==> config.mk <==
export PLATFORM = sky130hd
export DESIGN_NAME = video_register_scroll_unit_core
export DESIGN_NICKNAME = d
export VERILOG_FILES = /design/src/rtl/vrsu_pkg.sv /design/src/rtl/video_register_scroll_unit_core.sv
export SDC_FILE = /design/constraint.sdc
export NUM_CORES = 2
export LEC_CHECK = 0
export BUFFER_PORTS_ARGS = -buffer_cell sky130_fd_sc_hd__buf_2
export CAP_MARGIN = 20
export CORE_ASPECT_RATIO = 1.4
export CORE_MARGIN = 4
export CORE_UTILIZATION = 45
export CTS_BUF_LIST = sky130_fd_sc_hd__clkbuf_2
export CTS_CLUSTER_SIZE = 16
export DETAILED_ROUTE_END_ITERATION = 12
export GPL_ROUTABILITY_DRIVEN = 0
export PLACE_DENSITY = 0.67
export SLEW_MARGIN = 20
export SYNTH_ARGS = -nofsm -noshare
export SYNTH_HDL_FRONTEND = slang
export SYNTH_SLANG_ARGS = --single-unit
==> constraint.sdc <==
create_clock -name clk -period 9 [get_ports clk]
set_input_delay 1.8 -clock clk [delete_from_list [all_inputs] [get_ports clk]]
set_output_delay 1.8 -clock clk [all_outputs]
set_load 0.02 [all_outputs]
==> src/rtl/vrsu_pkg.sv <==
`timescale 1ns / 1ps
`default_nettype none
// ----------------------------------------------------------------------------
// vrsu_pkg: shared types and constants of the video register scroll unit
// Command codes, register port numbers and address constants.
// ----------------------------------------------------------------------------
package vrsu_pkg;

	localparam int OBJECT_TABLE_DEPTH = 256;

	typedef enum logic [3:0] {
		CMD_REG_WRITE   = 4'd0,
		CMD_REG_READ    = 4'd1,
		CMD_STEP_X      = 4'd2,
		CMD_STEP_Y      = 4'd3,
		CMD_COPY_HORIZ  = 4'd4,
		CMD_VBLANK_ON   = 4'd5,
		CMD_VBLANK_OFF  = 4'd6,
		CMD_SPRITE_HIT  = 4'd7,
		CMD_NMI_SET     = 4'd8
	} cmd_t;

	localparam logic [2:0] PORT_CTRL     = 3'd0;
	localparam logic [2:0] PORT_MASK     = 3'd1;
	localparam logic [2:0] PORT_STATUS   = 3'd2;
	localparam logic [2:0] PORT_OBJ_ADDR = 3'd3;
	localparam logic [2:0] PORT_OBJ_DATA = 3'd4;
	localparam logic [2:0] PORT_SCROLL   = 3'd5;
	localparam logic [2:0] PORT_ADDR     = 3'd6;
	localparam logic [2:0] PORT_DATA     = 3'd7;

	localparam logic [13:0] PALETTE_BASE   = 14'h3F00;
	localparam logic [13:0] PALETTE_MIRROR = 14'h1000;
	localparam logic [4:0]  COARSE_Y_LAST  = 5'd29;
	localparam logic [15:0] ADDR_STEP_ROW  = 16'd32;
	localparam logic [15:0] ADDR_STEP_ONE  = 16'd1;

endpackage
`default_nettype wire

==> src/rtl/video_register_scroll_unit_core.sv <==
`timescale 1ns / 1ps
`default_nettype none
// ----------------------------------------------------------------------------
// video_register_scroll_unit_core: register and scroll-address unit
// CPU register ports, scroll counters, status flags and object table of a
// tile video processor, one command per transaction.
// ----------------------------------------------------------------------------
//
// Channel   Direction  Handshake                  Payload
// item      in         item_valid / item_stall    command, reg_index, write_data,
//                                                 flag_value, vram_read_data
// result    out        result_valid / result_stall read_data, fetch_addr,
//                                                 mem_write_en, mem_write_addr,
//                                                 mem_write_data, nmi_request,
//                                                 fine_x_out, fine_y_out, current_addr
//
// One transaction per clock unless the result register is stalled; each item
//   is captured in the input register and moves into the result register once
//   that register can take it. The object table read port sets the input
//   register stage: its registered read is taken as the item is captured.
// Reset: arst_n clears all architectural registers and both valid flags; the
//   object table is not cleared.
// Stalls: result_stall holds the result register; the input register then
//   holds too and item_stall rises once it is occupied.
// ----------------------------------------------------------------------------
module video_register_scroll_unit_core #(
	parameter int OBJECT_TABLE_DEPTH = vrsu_pkg::OBJECT_TABLE_DEPTH
) (
	input  wire logic        clk,
	input  wire logic        arst_n,
	// item channel
	input  wire logic        item_valid,
	output logic             item_stall,
	input  wire logic [3:0]  command,
	input  wire logic [2:0]  reg_index,
	input  wire logic [7:0]  write_data,
	input  wire logic        flag_value,
	input  wire logic [7:0]  vram_read_data,
	// result channel
	output logic             result_valid,
	input  wire logic        result_stall,
	output logic [7:0]       read_data,
	output logic [13:0]      fetch_addr,
	output logic             mem_write_en,
	output logic [15:0]      mem_write_addr,
	output logic [7:0]       mem_write_data,
	output logic             nmi_request,
	output logic [2:0]       fine_x_out,
	output logic [2:0]       fine_y_out,
	output logic [15:0]      current_addr
);

	localparam int OBJ_IDX_W = $clog2(OBJECT_TABLE_DEPTH);

	// ------------------------------------------------------------------
	// Input register stage
	// ------------------------------------------------------------------
	logic       s1_valid_q;
	logic [3:0] cmd_s1;
	logic [2:0] port_s1;
	logic [7:0] wdata_s1;
	logic       flag_s1;
	logic [7:0] vram_s1;
	logic [7:0] obj_rd_s1;

	logic       res_valid_q;
	logic       s1_exec;
	logic       item_take;

	// Execute the captured item whenever the result register can take it.
	assign s1_exec    = s1_valid_q & ~(res_valid_q & result_stall);
	assign item_stall = s1_valid_q & ~s1_exec;
	assign item_take  = item_valid & ~item_stall;

	always_ff @(posedge clk or negedge arst_n) begin
		if (!arst_n) begin
			s1_valid_q <= 1'b0;
		end else if (item_take) begin
			s1_valid_q <= 1'b1;
		end else if (s1_exec) begin
			s1_valid_q <= 1'b0;
		end
	end

	always_ff @(posedge clk) begin
		if (item_take) begin
			cmd_s1   <= command;
			port_s1  <= reg_index;
			wdata_s1 <= write_data;
			flag_s1  <= flag_value;
			vram_s1  <= vram_read_data;
		end
	end

	// ------------------------------------------------------------------
	// Architectural state
	// ------------------------------------------------------------------
	logic        ctrl_inc_q;      // control byte bit 2: data port step of 32
	logic        ctrl_nmi_q;      // control byte bit 7: raise nmi at vblank
	logic        stat_vbl_q;      // status bit 7
	logic        stat_hit_q;      // status bit 6, the sprite-hit flag
	logic [7:0]  obj_addr_q;
	logic [15:0] temp_addr_q;
	logic [15:0] cur_addr_q;
	logic [2:0]  fine_x_q;
	logic [2:0]  fine_y_q;
	logic        toggle_q;
	logic [7:0]  rbuf_q;
	logic        nmi_q;

	logic        ctrl_inc_n;
	logic        ctrl_nmi_n;
	logic        stat_vbl_n;
	logic        stat_hit_n;
	logic [7:0]  obj_addr_n;
	logic [15:0] temp_addr_n;
	logic [15:0] cur_addr_n;
	logic [2:0]  fine_x_n;
	logic [2:0]  fine_y_n;
	logic        toggle_n;
	logic [7:0]  rbuf_n;
	logic        nmi_n;

	logic [7:0]  rd_n;
	logic        we_n;
	logic [15:0] wa_n;
	logic [7:0]  wd_n;
	logic        obj_we;
	logic [13:0] fetch_n;

	logic [15:0] addr_step;
	logic        pal_hit;
	logic [2:0]  fx_inc;
	logic [4:0]  cx_inc;
	logic [2:0]  fy_inc;
	logic [4:0]  cy_cur;
	logic [4:0]  cy_inc;

	assign addr_step = ctrl_inc_q ? vrsu_pkg::ADDR_STEP_ROW : vrsu_pkg::ADDR_STEP_ONE;
	assign pal_hit   = (cur_addr_q[13:0] >= vrsu_pkg::PALETTE_BASE);
	assign fx_inc    = fine_x_q + 3'd1;
	assign cx_inc    = cur_addr_q[4:0] + 5'd1;
	assign fy_inc    = cur_addr_q[14:12] + 3'd1;
	assign cy_cur    = cur_addr_q[9:5];
	// Coarse Y wraps at 30 rows; the two rows past the end fold back to 1 and 2.
	assign cy_inc    = (cy_cur >= vrsu_pkg::COARSE_Y_LAST) ?
		(cy_cur - vrsu_pkg::COARSE_Y_LAST) : (cy_cur + 5'd1);

	always_comb begin
		ctrl_inc_n  = ctrl_inc_q;
		ctrl_nmi_n  = ctrl_nmi_q;
		stat_vbl_n  = stat_vbl_q;
		stat_hit_n  = stat_hit_q;
		obj_addr_n  = obj_addr_q;
		temp_addr_n = temp_addr_q;
		cur_addr_n  = cur_addr_q;
		fine_x_n    = fine_x_q;
		fine_y_n    = fine_y_q;
		toggle_n    = toggle_q;
		rbuf_n      = rbuf_q;
		nmi_n       = nmi_q;
		rd_n        = 8'd0;
		we_n        = 1'b0;
		wa_n        = 16'd0;
		wd_n        = 8'd0;
		obj_we      = 1'b0;

		case (cmd_s1)
			vrsu_pkg::CMD_REG_WRITE: begin
				case (port_s1)
					vrsu_pkg::PORT_CTRL: begin
						ctrl_inc_n         = wdata_s1[2];
						ctrl_nmi_n         = wdata_s1[7];
						temp_addr_n[11:10] = wdata_s1[1:0];
					end
					vrsu_pkg::PORT_OBJ_ADDR: begin
						obj_addr_n = wdata_s1;
					end
					vrsu_pkg::PORT_OBJ_DATA: begin
						obj_we = 1'b1;
					end
					vrsu_pkg::PORT_SCROLL: begin
						if (!toggle_q) begin
							temp_addr_n[15]  = 1'b0;
							temp_addr_n[4:0] = wdata_s1[7:3];
							fine_x_n         = wdata_s1[2:0];
						end else begin
							temp_addr_n[15]    = 1'b0;
							temp_addr_n[14:12] = wdata_s1[2:0];
							temp_addr_n[9:5]   = wdata_s1[7:3];
						end
						toggle_n = ~toggle_q;
					end
					vrsu_pkg::PORT_ADDR: begin
						if (!toggle_q) begin
							temp_addr_n[15:8] = {2'b00, wdata_s1[5:0]};
						end else begin
							temp_addr_n[15]   = 1'b0;
							temp_addr_n[7:0]  = wdata_s1;
							cur_addr_n        = temp_addr_n;
						end
						toggle_n = ~toggle_q;
					end
					vrsu_pkg::PORT_DATA: begin
						we_n       = 1'b1;
						wa_n       = cur_addr_q;
						wd_n       = wdata_s1;
						cur_addr_n = cur_addr_q + addr_step;
					end
					default: begin
					end
				endcase
			end
			vrsu_pkg::CMD_REG_READ: begin
				case (port_s1)
					vrsu_pkg::PORT_STATUS: begin
						rd_n       = {stat_vbl_q, stat_hit_q, 6'd0};
						stat_vbl_n = 1'b0;
						toggle_n   = 1'b0;
					end
					vrsu_pkg::PORT_OBJ_DATA: begin
						rd_n = obj_rd_s1;
					end
					vrsu_pkg::PORT_DATA: begin
						// Palette reads bypass the buffer; all others return the old buffer.
						rd_n       = pal_hit ? vram_s1 : rbuf_q;
						rbuf_n     = vram_s1;
						cur_addr_n = cur_addr_q + addr_step;
					end
					default: begin
					end
				endcase
			end
			vrsu_pkg::CMD_STEP_X: begin
				fine_x_n = fx_inc;
				if (fx_inc == 3'd0) begin
					cur_addr_n[4:0] = cx_inc;
					if (cx_inc == 5'd0) begin
						cur_addr_n[10] = ~cur_addr_q[10];
					end
				end
			end
			vrsu_pkg::CMD_STEP_Y: begin
				fine_y_n           = fy_inc;
				cur_addr_n[15]     = 1'b0;
				cur_addr_n[14:12]  = fy_inc;
				if (fy_inc == 3'd0) begin
					cur_addr_n[9:5] = cy_inc;
					if (cy_cur == vrsu_pkg::COARSE_Y_LAST) begin
						cur_addr_n[11] = ~cur_addr_q[11];
					end
				end
			end
			vrsu_pkg::CMD_COPY_HORIZ: begin
				cur_addr_n[10]  = temp_addr_q[10];
				cur_addr_n[4:0] = temp_addr_q[4:0];
			end
			vrsu_pkg::CMD_VBLANK_ON: begin
				stat_vbl_n = 1'b1;
				if (ctrl_nmi_q) begin
					nmi_n = 1'b1;
				end
			end
			vrsu_pkg::CMD_VBLANK_OFF: begin
				stat_vbl_n = 1'b0;
				stat_hit_n = 1'b0;
			end
			vrsu_pkg::CMD_SPRITE_HIT: begin
				stat_hit_n = flag_s1;
			end
			vrsu_pkg::CMD_NMI_SET: begin
				nmi_n = flag_s1;
			end
			default: begin
			end
		endcase
	end

	// Palette addresses fetch from the mirror PALETTE_MIRROR (14'h1000) below.
	assign fetch_n = (cur_addr_n[13:0] >= vrsu_pkg::PALETTE_BASE) ?
		(cur_addr_n[13:0] - vrsu_pkg::PALETTE_MIRROR) : cur_addr_n[13:0];

	always_ff @(posedge clk or negedge arst_n) begin
		if (!arst_n) begin
			ctrl_inc_q  <= 1'b0;
			ctrl_nmi_q  <= 1'b0;
			stat_vbl_q  <= 1'b0;
			stat_hit_q  <= 1'b0;
			obj_addr_q  <= 8'd0;
			temp_addr_q <= 16'd0;
			cur_addr_q  <= 16'd0;
			fine_x_q    <= 3'd0;
			fine_y_q    <= 3'd0;
			toggle_q    <= 1'b0;
			rbuf_q      <= 8'd0;
			nmi_q       <= 1'b0;
		end else if (s1_exec) begin
			ctrl_inc_q  <= ctrl_inc_n;
			ctrl_nmi_q  <= ctrl_nmi_n;
			stat_vbl_q  <= stat_vbl_n;
			stat_hit_q  <= stat_hit_n;
			obj_addr_q  <= obj_addr_n;
			temp_addr_q <= temp_addr_n;
			cur_addr_q  <= cur_addr_n;
			fine_x_q    <= fine_x_n;
			fine_y_q    <= fine_y_n;
			toggle_q    <= toggle_n;
			rbuf_q      <= rbuf_n;
			nmi_q       <= nmi_n;
		end
	end

	// ------------------------------------------------------------------
	// Object table: one write port, one registered read port. The read is
	// taken as an item is captured, at the object address the executing
	// item leaves behind; a table write by that item is forwarded.
	// ------------------------------------------------------------------
	logic [7:0] obj_mem_q [OBJECT_TABLE_DEPTH];
	logic [OBJ_IDX_W-1:0] obj_wr_idx;
	logic [OBJ_IDX_W-1:0] obj_rd_idx;
	logic                 obj_fwd;

	assign obj_wr_idx = obj_addr_q[OBJ_IDX_W-1:0];
	assign obj_rd_idx = s1_exec ? obj_addr_n[OBJ_IDX_W-1:0] : obj_addr_q[OBJ_IDX_W-1:0];
	assign obj_fwd    = s1_exec & obj_we;

	always_ff @(posedge clk) begin
		if (s1_exec && obj_we) begin
			obj_mem_q[obj_wr_idx] <= wdata_s1;
		end
		if (item_take) begin
			obj_rd_s1 <= obj_fwd ? wdata_s1 : obj_mem_q[obj_rd_idx];
		end
	end

	// ------------------------------------------------------------------
	// Result register
	// ------------------------------------------------------------------
	logic [7:0]  res_rd_q;
	logic [13:0] res_fetch_q;
	logic        res_we_q;
	logic [15:0] res_wa_q;
	logic [7:0]  res_wd_q;
	logic        res_nmi_q;
	logic [2:0]  res_fx_q;
	logic [2:0]  res_fy_q;
	logic [15:0] res_cur_q;

	always_ff @(posedge clk or negedge arst_n) begin
		if (!arst_n) begin
			res_valid_q <= 1'b0;
		end else if (s1_exec) begin
			res_valid_q <= 1'b1;
		end else if (!result_stall) begin
			res_valid_q <= 1'b0;
		end
	end

	always_ff @(posedge clk) begin
		if (s1_exec) begin
			res_rd_q    <= rd_n;
			res_fetch_q <= fetch_n;
			res_we_q    <= we_n;
			res_wa_q    <= wa_n;
			res_wd_q    <= wd_n;
			res_nmi_q   <= nmi_n;
			res_fx_q    <= fine_x_n;
			res_fy_q    <= fine_y_n;
			res_cur_q   <= cur_addr_n;
		end
	end

	assign result_valid   = res_valid_q;
	assign read_data      = res_rd_q;
	assign fetch_addr     = res_fetch_q;
	assign mem_write_en   = res_we_q;
	assign mem_write_addr = res_wa_q;
	assign mem_write_data = res_wd_q;
	assign nmi_request    = res_nmi_q;
	assign fine_x_out     = res_fx_q;
	assign fine_y_out     = res_fy_q;
	assign current_addr   = res_cur_q;

	// ------------------------------------------------------------------
	// Assertions
	// ------------------------------------------------------------------
	a_stall_needs_item: assert property (@(posedge clk) disable iff (!arst_n)
		item_stall |-> (s1_valid_q && res_valid_q && result_stall))
		else $error("item_stall raised without a blocked input register");

	a_s1_holds: assert property (@(posedge clk) disable iff (!arst_n)
		(s1_valid_q && !s1_exec) |=> (s1_valid_q && $stable(cmd_s1) && $stable(wdata_s1)))
		else $error("blocked input register lost its item");

	a_step_y_fine: assert property (@(posedge clk) disable iff (!arst_n)
		(s1_exec && cmd_s1 == vrsu_pkg::CMD_STEP_Y) |=>
		(result_valid && fine_y_out == current_addr[14:12] && !current_addr[15]))
		else $error("vertical step left fine Y out of step with the address");

	a_data_write: assert property (@(posedge clk) disable iff (!arst_n)
		(s1_exec && cmd_s1 == vrsu_pkg::CMD_REG_WRITE && port_s1 == vrsu_pkg::PORT_DATA) |=>
		(result_valid && mem_write_en))
		else $error("data port write produced no memory write");

endmodule
`default_nettype wire
# Word level (Yosys, flattened, before mapping)
# Memory sizes are Yosys's and may differ from the RTL's. A register that Yosys moved wholly into a read port is not among the register bits.
# Cells that the tools add are included.
dict set report totals {
  regBits 152
  mem_bits_rw 2048
  input_bits 28
  out_inout_bits 72
  n_memories 1
}
dict set report classes {
  addsub 7
  n_lt_le_gt_ge 3
  n_eq_ne 22
  muxes 49
  bitwise 10
  reduce_logical 22
}
# memory depth word_bits read_ports rd_ports_with_merged_regs write_ports line
set mem_list {}
lappend mem_list {obj_mem_q 256 8 1 1 1 video_register_scroll_unit_core.sv:318} ;# logic [7:0] obj_mem_q [OBJECT_TABLE_DEPTH];
# operator count
set op_table {}
lappend op_table {{two-way mux 8 bit} 5}
lappend op_table {{two-way mux 16 bit} 2}
lappend op_table {{case mux 16 bit (2 select lines)} 1}
lappend op_table {{case mux 5 bit (3 select lines)} 2}
lappend op_table {{>= comparator 14 bit, second input constant} 2}
lappend op_table {{two-way mux 5 bit} 5}
lappend op_table {{case mux 8 bit (3 select lines)} 1}
lappend op_table {{case mux 10 bit (2 select lines)} 1}
lappend op_table {{case mux 5 bit (4 select lines)} 1}
lappend op_table {{adder 16 x 6 -> 16 bit} 1}
lappend op_table {{== test 4 x 3 -> 1 bit, second input constant} 4}
lappend op_table {{two-way mux 1 bit} 16}
lappend op_table {{two-way mux 14 bit} 1}
lappend op_table {{subtractor 14 x 13 -> 14 bit, second input constant} 1}
lappend op_table {{== test 3 bit, second input constant} 4}
lappend op_table {{two-way mux 3 bit} 4}
lappend op_table {{case mux 3 bit (2 select lines)} 2}
lappend op_table {{adder 5 x 1 -> 5 bit, second input constant} 2}
lappend op_table {{inequality test 2 bit, second input constant} 5}
lappend op_table {{AND reduction 5 bit} 2}
lappend op_table {{nonzero test 2 bit} 5}
lappend op_table {{zero test 3 bit} 3}
lappend op_table {{AND reduction 3 bit} 3}
lappend op_table {{== test 4 x 2 -> 1 bit, second input constant} 2}
lappend op_table {{other kinds (23)} 38}

# Longest topological paths before layout
dict set report depth {
  ltp_word 8
  depth_mapped 18
  ltp_nobuf 14
}

# Worst setup path before layout
# Ideal clock, no wire load.
dict set report synth_path {
  path_kind {flip-flop to flip-flop}
  start {register wdata_s1[1]}
  end {register obj_rd_s1[6] (read register of obj_mem_q), data pin}
  setup_time_ns 0.265
  t_arrival_ns 6.241
  slack_ns 2.495
  stages_incl_launch_ff 12
  synth_period_minus_slack_ns 6.505
  cell_sequence {edfxtp_1 -> inv_1 -> nor4_4 -> nor2_4 -> clkinv_4 -> buf_4 -> mux2i_1 -> nor3_1 -> o31a_1 -> or4_1 -> nor4_1 -> nor3_1}
}
dict set report synth_via {
  elab_chain_len 3
}
# element line
set synth_rtl {}
lappend synth_rtl {{start, declared} video_register_scroll_unit_core.sv:61} ;# logic [7:0] wdata_s1;
lappend synth_rtl {{start signal, assigned} video_register_scroll_unit_core.sv:89} ;# wdata_s1 <= write_data;
lappend synth_rtl {{two-way mux 8 bit} video_register_scroll_unit_core.sv:170} ;# case (port_s1)
lappend synth_rtl {{two-way mux 8 bit} video_register_scroll_unit_core.sv:168} ;# case (cmd_s1)
lappend synth_rtl {{two-way mux 8 bit} n/a}
lappend synth_rtl {{end, declared} video_register_scroll_unit_core.sv:64} ;# logic [7:0] obj_rd_s1;
# Every way passes these cells.
# A chain may end at the register's enable or synchronous reset.

# Worst setup path in the final report
dict set report layout_path {
  start {register cmd_s1[2]}
  end {register obj_rd_s1[4] (read register of obj_mem_q), data pin}
}
dict set report layout_via {
  elab_chain_len 3
}
# element line
set layout_rtl {}
lappend layout_rtl {{start, declared} video_register_scroll_unit_core.sv:59} ;# logic [3:0] cmd_s1;
lappend layout_rtl {{start signal, assigned} video_register_scroll_unit_core.sv:87} ;# cmd_s1 <= command;
lappend layout_rtl {{zero test 4 bit} video_register_scroll_unit_core.sv:168}
lappend layout_rtl {{two-way mux 8 bit} video_register_scroll_unit_core.sv:168}
lappend layout_rtl {{two-way mux 8 bit} n/a}
# Every way passes these cells.

==> impl_summary.md <==
Run status
The run finished with clean final reports.

Final layout
The share of layout cells above drive strength 1 is about 17%. The final layout contains around 6600 nets. Fill cells in the final layout number roughly 17000. The core utilization of the finished layout is between 40 and 50%. The synthesis-to-finish area growth is 8.933%. Summing all non-filler instances in the final layout gives an area of 97950 sq um.

Synth
The synthesized netlist devotes between 10% and 20% of its cell area to simple gates. The mapped netlist covers between 80000 and 90000 sq um. The most area-hungry cell type in the Yosys netlist is edfxtp_1. Ranked by total cell area, the synthesized netlist is headed by edfxtp_1 (71%), nand2_1 (3.8%), mux2i_1 (2.8%). The number of nets in the synthesized netlist is 6332. The post-synthesis instance total is between 6000 and 7000. Synthesis inferred between 2000 and 2500 register bits. The count of warnings emitted by yosys is 0.

The synthesized netlist devotes approximately 9.6% of its cell area to compound gates. The mean instance size in the synthesized netlist is 14.30 sq um. The sequential element share of the synthesized area is between 70% and 80%.

Counting instances in the post-synthesis netlist gives the leading cell types as edfxtp_1 (2138), nand2_1 (911), nor2_1 (361). In the synthesized netlist, mux cells make up 4.056% of the area. The number of synthesized flops with an enable pin is between 2000 and 2500.

The xor-xnor portion of the synthesized cell area is less than 1%. By area, the combinational part of the netlist is dominated by simple AND/OR/NAND/NOR gates. The post-synthesis share of cell area spent on full adders, half adders and majority gates is less than 1%.

Among all flip-flop cells after synthesis, the most frequent one is edfxtp_1. Yosys instantiated no cell more often than edfxtp_1. The share of Yosys cell area claimed by the top area cell type is 71.40%. The async set or reset register ratio after synthesis is between 2 and 3%. The count of different cell masters after synthesis is 99.

Worst setup path
The worst register-to-register path begins at cmd_s1[2]. The cell with the most instances on the worst path is buf_4. The element type at the critical path start is a flop. The length in cells of the worst reg-to-reg path is 13. The setup slack of the most critical reg-to-reg path is approximately 2400 ps. In this design, the stage delay of the slowest critical-path cell is 870 ps. The data arrival time of the critical path is roughly 7900 ps.

The required arrival time at the worst endpoint is slightly above 10000 ps. The kind of critical path is flop to flop. The cell family contributing the most delay on the critical path is simple AND/OR/NAND/NOR gates. The count of buffer and inverter cells on the critical path is 4. The highest net fanout along the worst path is 42. The signal on the critical path passes through or4_4, buf_4, o31ai_4, buf_12, buf_4, o211ai_1, buf_4, a211oi_1, nor4b_1, nor4_1, o221ai_1, nor4bb_1, nor3_1. The sort of element at the end of the critical path is a flop. The slowest cell on the critical path is o31ai_4. The worst reg2reg path endpoint is obj_rd_s1[4].

Clock tree
The number of buffers inserted during clock tree synthesis is between 400 and 500. The H-tree was split into 5 levels. In this run the clock root is driven by a clkbuf_2.

The clock transition at the registers of the reported paths is between 100 and 150 ps. The total of hold buffers inserted after clock tree synthesis is 0. The clock reaches the later pin of the worst-skew pair after around 1700 ps. TritonCTS built the clock tree.

The number of setup buffers added after CTS is 0. The clock passes through at most 4 buffers. In this run, post-CTS repair resized a total of 0 instances. The tree built by TritonCTS fans out to 2196 sinks.

Power
IR analysis of the VDD net gives a maximum drop of about 160 uV. In this run the power density over the cells is 212.5 nW/um^2. For this design the static power due to leakage is 33.23 nW.

Timing
The final number of setup-violating endpoints is 0. Based on the critical path, the design can be clocked at up to 151.8 MHz. The hold violation count in the final report is 0. Setup repair after global routing left no endpoint under its margin. For the pin with the worst max-slew slack, the measured transition is 1255 ps. The share of the cycle needed by the critical path after routing is between 70% and 80%. The worst pin sits at a relative slew slack of 15.93%. The shortest period the worst path allows is 6589 ps. The summed negative setup slack over all endpoints is 0 ps. The worst clock skew on the final layout is about 230 ps. The final number of max-transition violations was 0. Setup slack on the critical path of the routed design comes to approximately 2400 ps.

Flow run
Max-cap violations in this run came to 0.

Global routing
The overall routing resource usage is 27.90%. The initial antenna violation count is 17. The total overflow reported by the global router is 0. The largest net degree at the start of global routing is between 150 and 200. The number of global-route vias before repair is approximately 59000.

The first-pass GRT wire length is about 420000 um.

Die
The floorplan has 193 rows. The initial cell density of the core is a little under half. For this design the top-level I/O count stands at 100. The area enclosed by the die boundary is 207100 sq um. The floorplan die width is 385.8 um. The floorplan step defined a core boundary enclosing slightly below 200000 sq um. In this run the vertical extent of the chip is approximately 540 um.

Drt
Dividing the detail-routed wire length by the instance count gives between 30 and 40 um. The count of nets left with antenna violations once routing finished came out at 0. In the routed layout, each cell is associated on average with a via count of ~6.4. The total detailed-routing wirelength is 295700 um.

The post-detailed-route DRC marker count is 0. Across all layers, the routed design uses 61055 vias. The starting DRC count in detailed routing is around 8500. The pre-antenna-repair detailed-routing pass consisted of 9 iterations.

Place
Before CTS, the worst setup slack after placement is around 1700 ps. The post-place instance area is about 93000 sq um. The HPWL after detailed placement is 180500 um. During placement, the flow inserted port buffers numbering about 100.

Min path
The worst hold path belongs to the class input pin to asynchronous set/reset pin.
-- state kept, by name, summed over array words and instances (netlist names), 3 cells and up --
signal	cells
fine_y_out	3
fine_x_q	3
rbuf_q	8
obj_rd_s1	8
mem_write_addr	16
fetch_addr	14
wdata_s1	8
cmd_s1	4
fine_y_q	3
current_addr	4
vram_s1	8
fine_x_out	3
obj_addr_q	8
mem_write_data	8
port_s1	3
read_data	8
obj_mem_q	2048
cur_addr_q	16
temp_addr_q	12
-- layer usage --
layer	vias to the layer above	global-route usage (%)	wire (um)	part of all wire, %
li1	25383	-	-	-
met1	30042	31.50	95490	32
met2	4475	44.11	138000	47
met3	1147	7.294	32520	11
met4	8	23.84	29630	10
met5	-	0.02315	93	0.031
-- worst max path at each step --
stage,startpoint,endpoint,slack [ps],cells past startpoint
detailed placement,result_stall,obj_rd_s1[4],1670,12
global route,cmd_s1[0],obj_rd_s1[4],2410,13
global placement,result_stall,obj_rd_s1[4],760,14
floorplan,wdata_s1[1],obj_rd_s1[6],2490,11
CTS,cmd_s1[0],obj_rd_s1[4],2610,13
finish,cmd_s1[2],obj_rd_s1[4],2410,13
-- cells in the final DEF (no fill, tap or decap), drive strengths merged, types with 65 or more instances in the layout --
cell and count:
nand3 261, edfxtp 2138, o21ai 136, a21oi 226, a2111oi 65, nor2 362, clkbuf 664, nand2 912
a22oi 70, nor4 65, a32oi 99, buf 283, and3 235, mux2i 253, clkinv 173, a31oi 102
a211oi 226
-- metrics by stage --
step                      total power [mW]  std cells  hold WS [ps]
after CTS                            20.74       9589         188.4
after detailed placement             14.57       8729         463.2
after global placement               14.52       8726         459.2
after floorplan                      13.37       6290         440.7
final                                20.81       9605         324.3
after global routing                 21.49       9597         233.8
-- cell type report --
class                   count  area (sq um)  area share [%]
multi-input cells        3590         22200           22.67
flip-flops and latches   2196         65650           67.03
repair buffers            283          2082           2.126
well taps                2632          3293           3.362
clock inverters           196          1220           1.245
clock buffers             664          3323           3.393
inverters                  29         140.1          0.1431
diodes                     15         37.54         0.03832
-- logic make-up after synthesis --
kind of cell | Yosys count
buffers and inverters | 504
multiplexers | 318
adder cells (fa/ha/maj) | 14
flip-flops | 2196
XOR/XNOR | 17
AND/OR/NAND/NOR | 2031
AO/OA/AOI/OAI | 1210
-- power breakdown --
part	switching, mW	total, mW	internal [mW]
combinational	2.18	2.99	0.812
sequential	0.143	11.5	11.3
clock	3.93	6.35	2.42
-- worst reg2reg max path, cell delays in order (launching register included) --
cell,delay [ps]
edfxtp_1,650
or4_4,820
buf_4,340
o31ai_4,890
buf_12,350
buf_4,330
o211ai_1,120
buf_4,270
a211oi_1,360
nor4b_1,190
nor4_1,650
o221ai_1,380
nor4bb_1,750
nor3_1,170
Note: power is estimated with default switching activity, not from simulation.
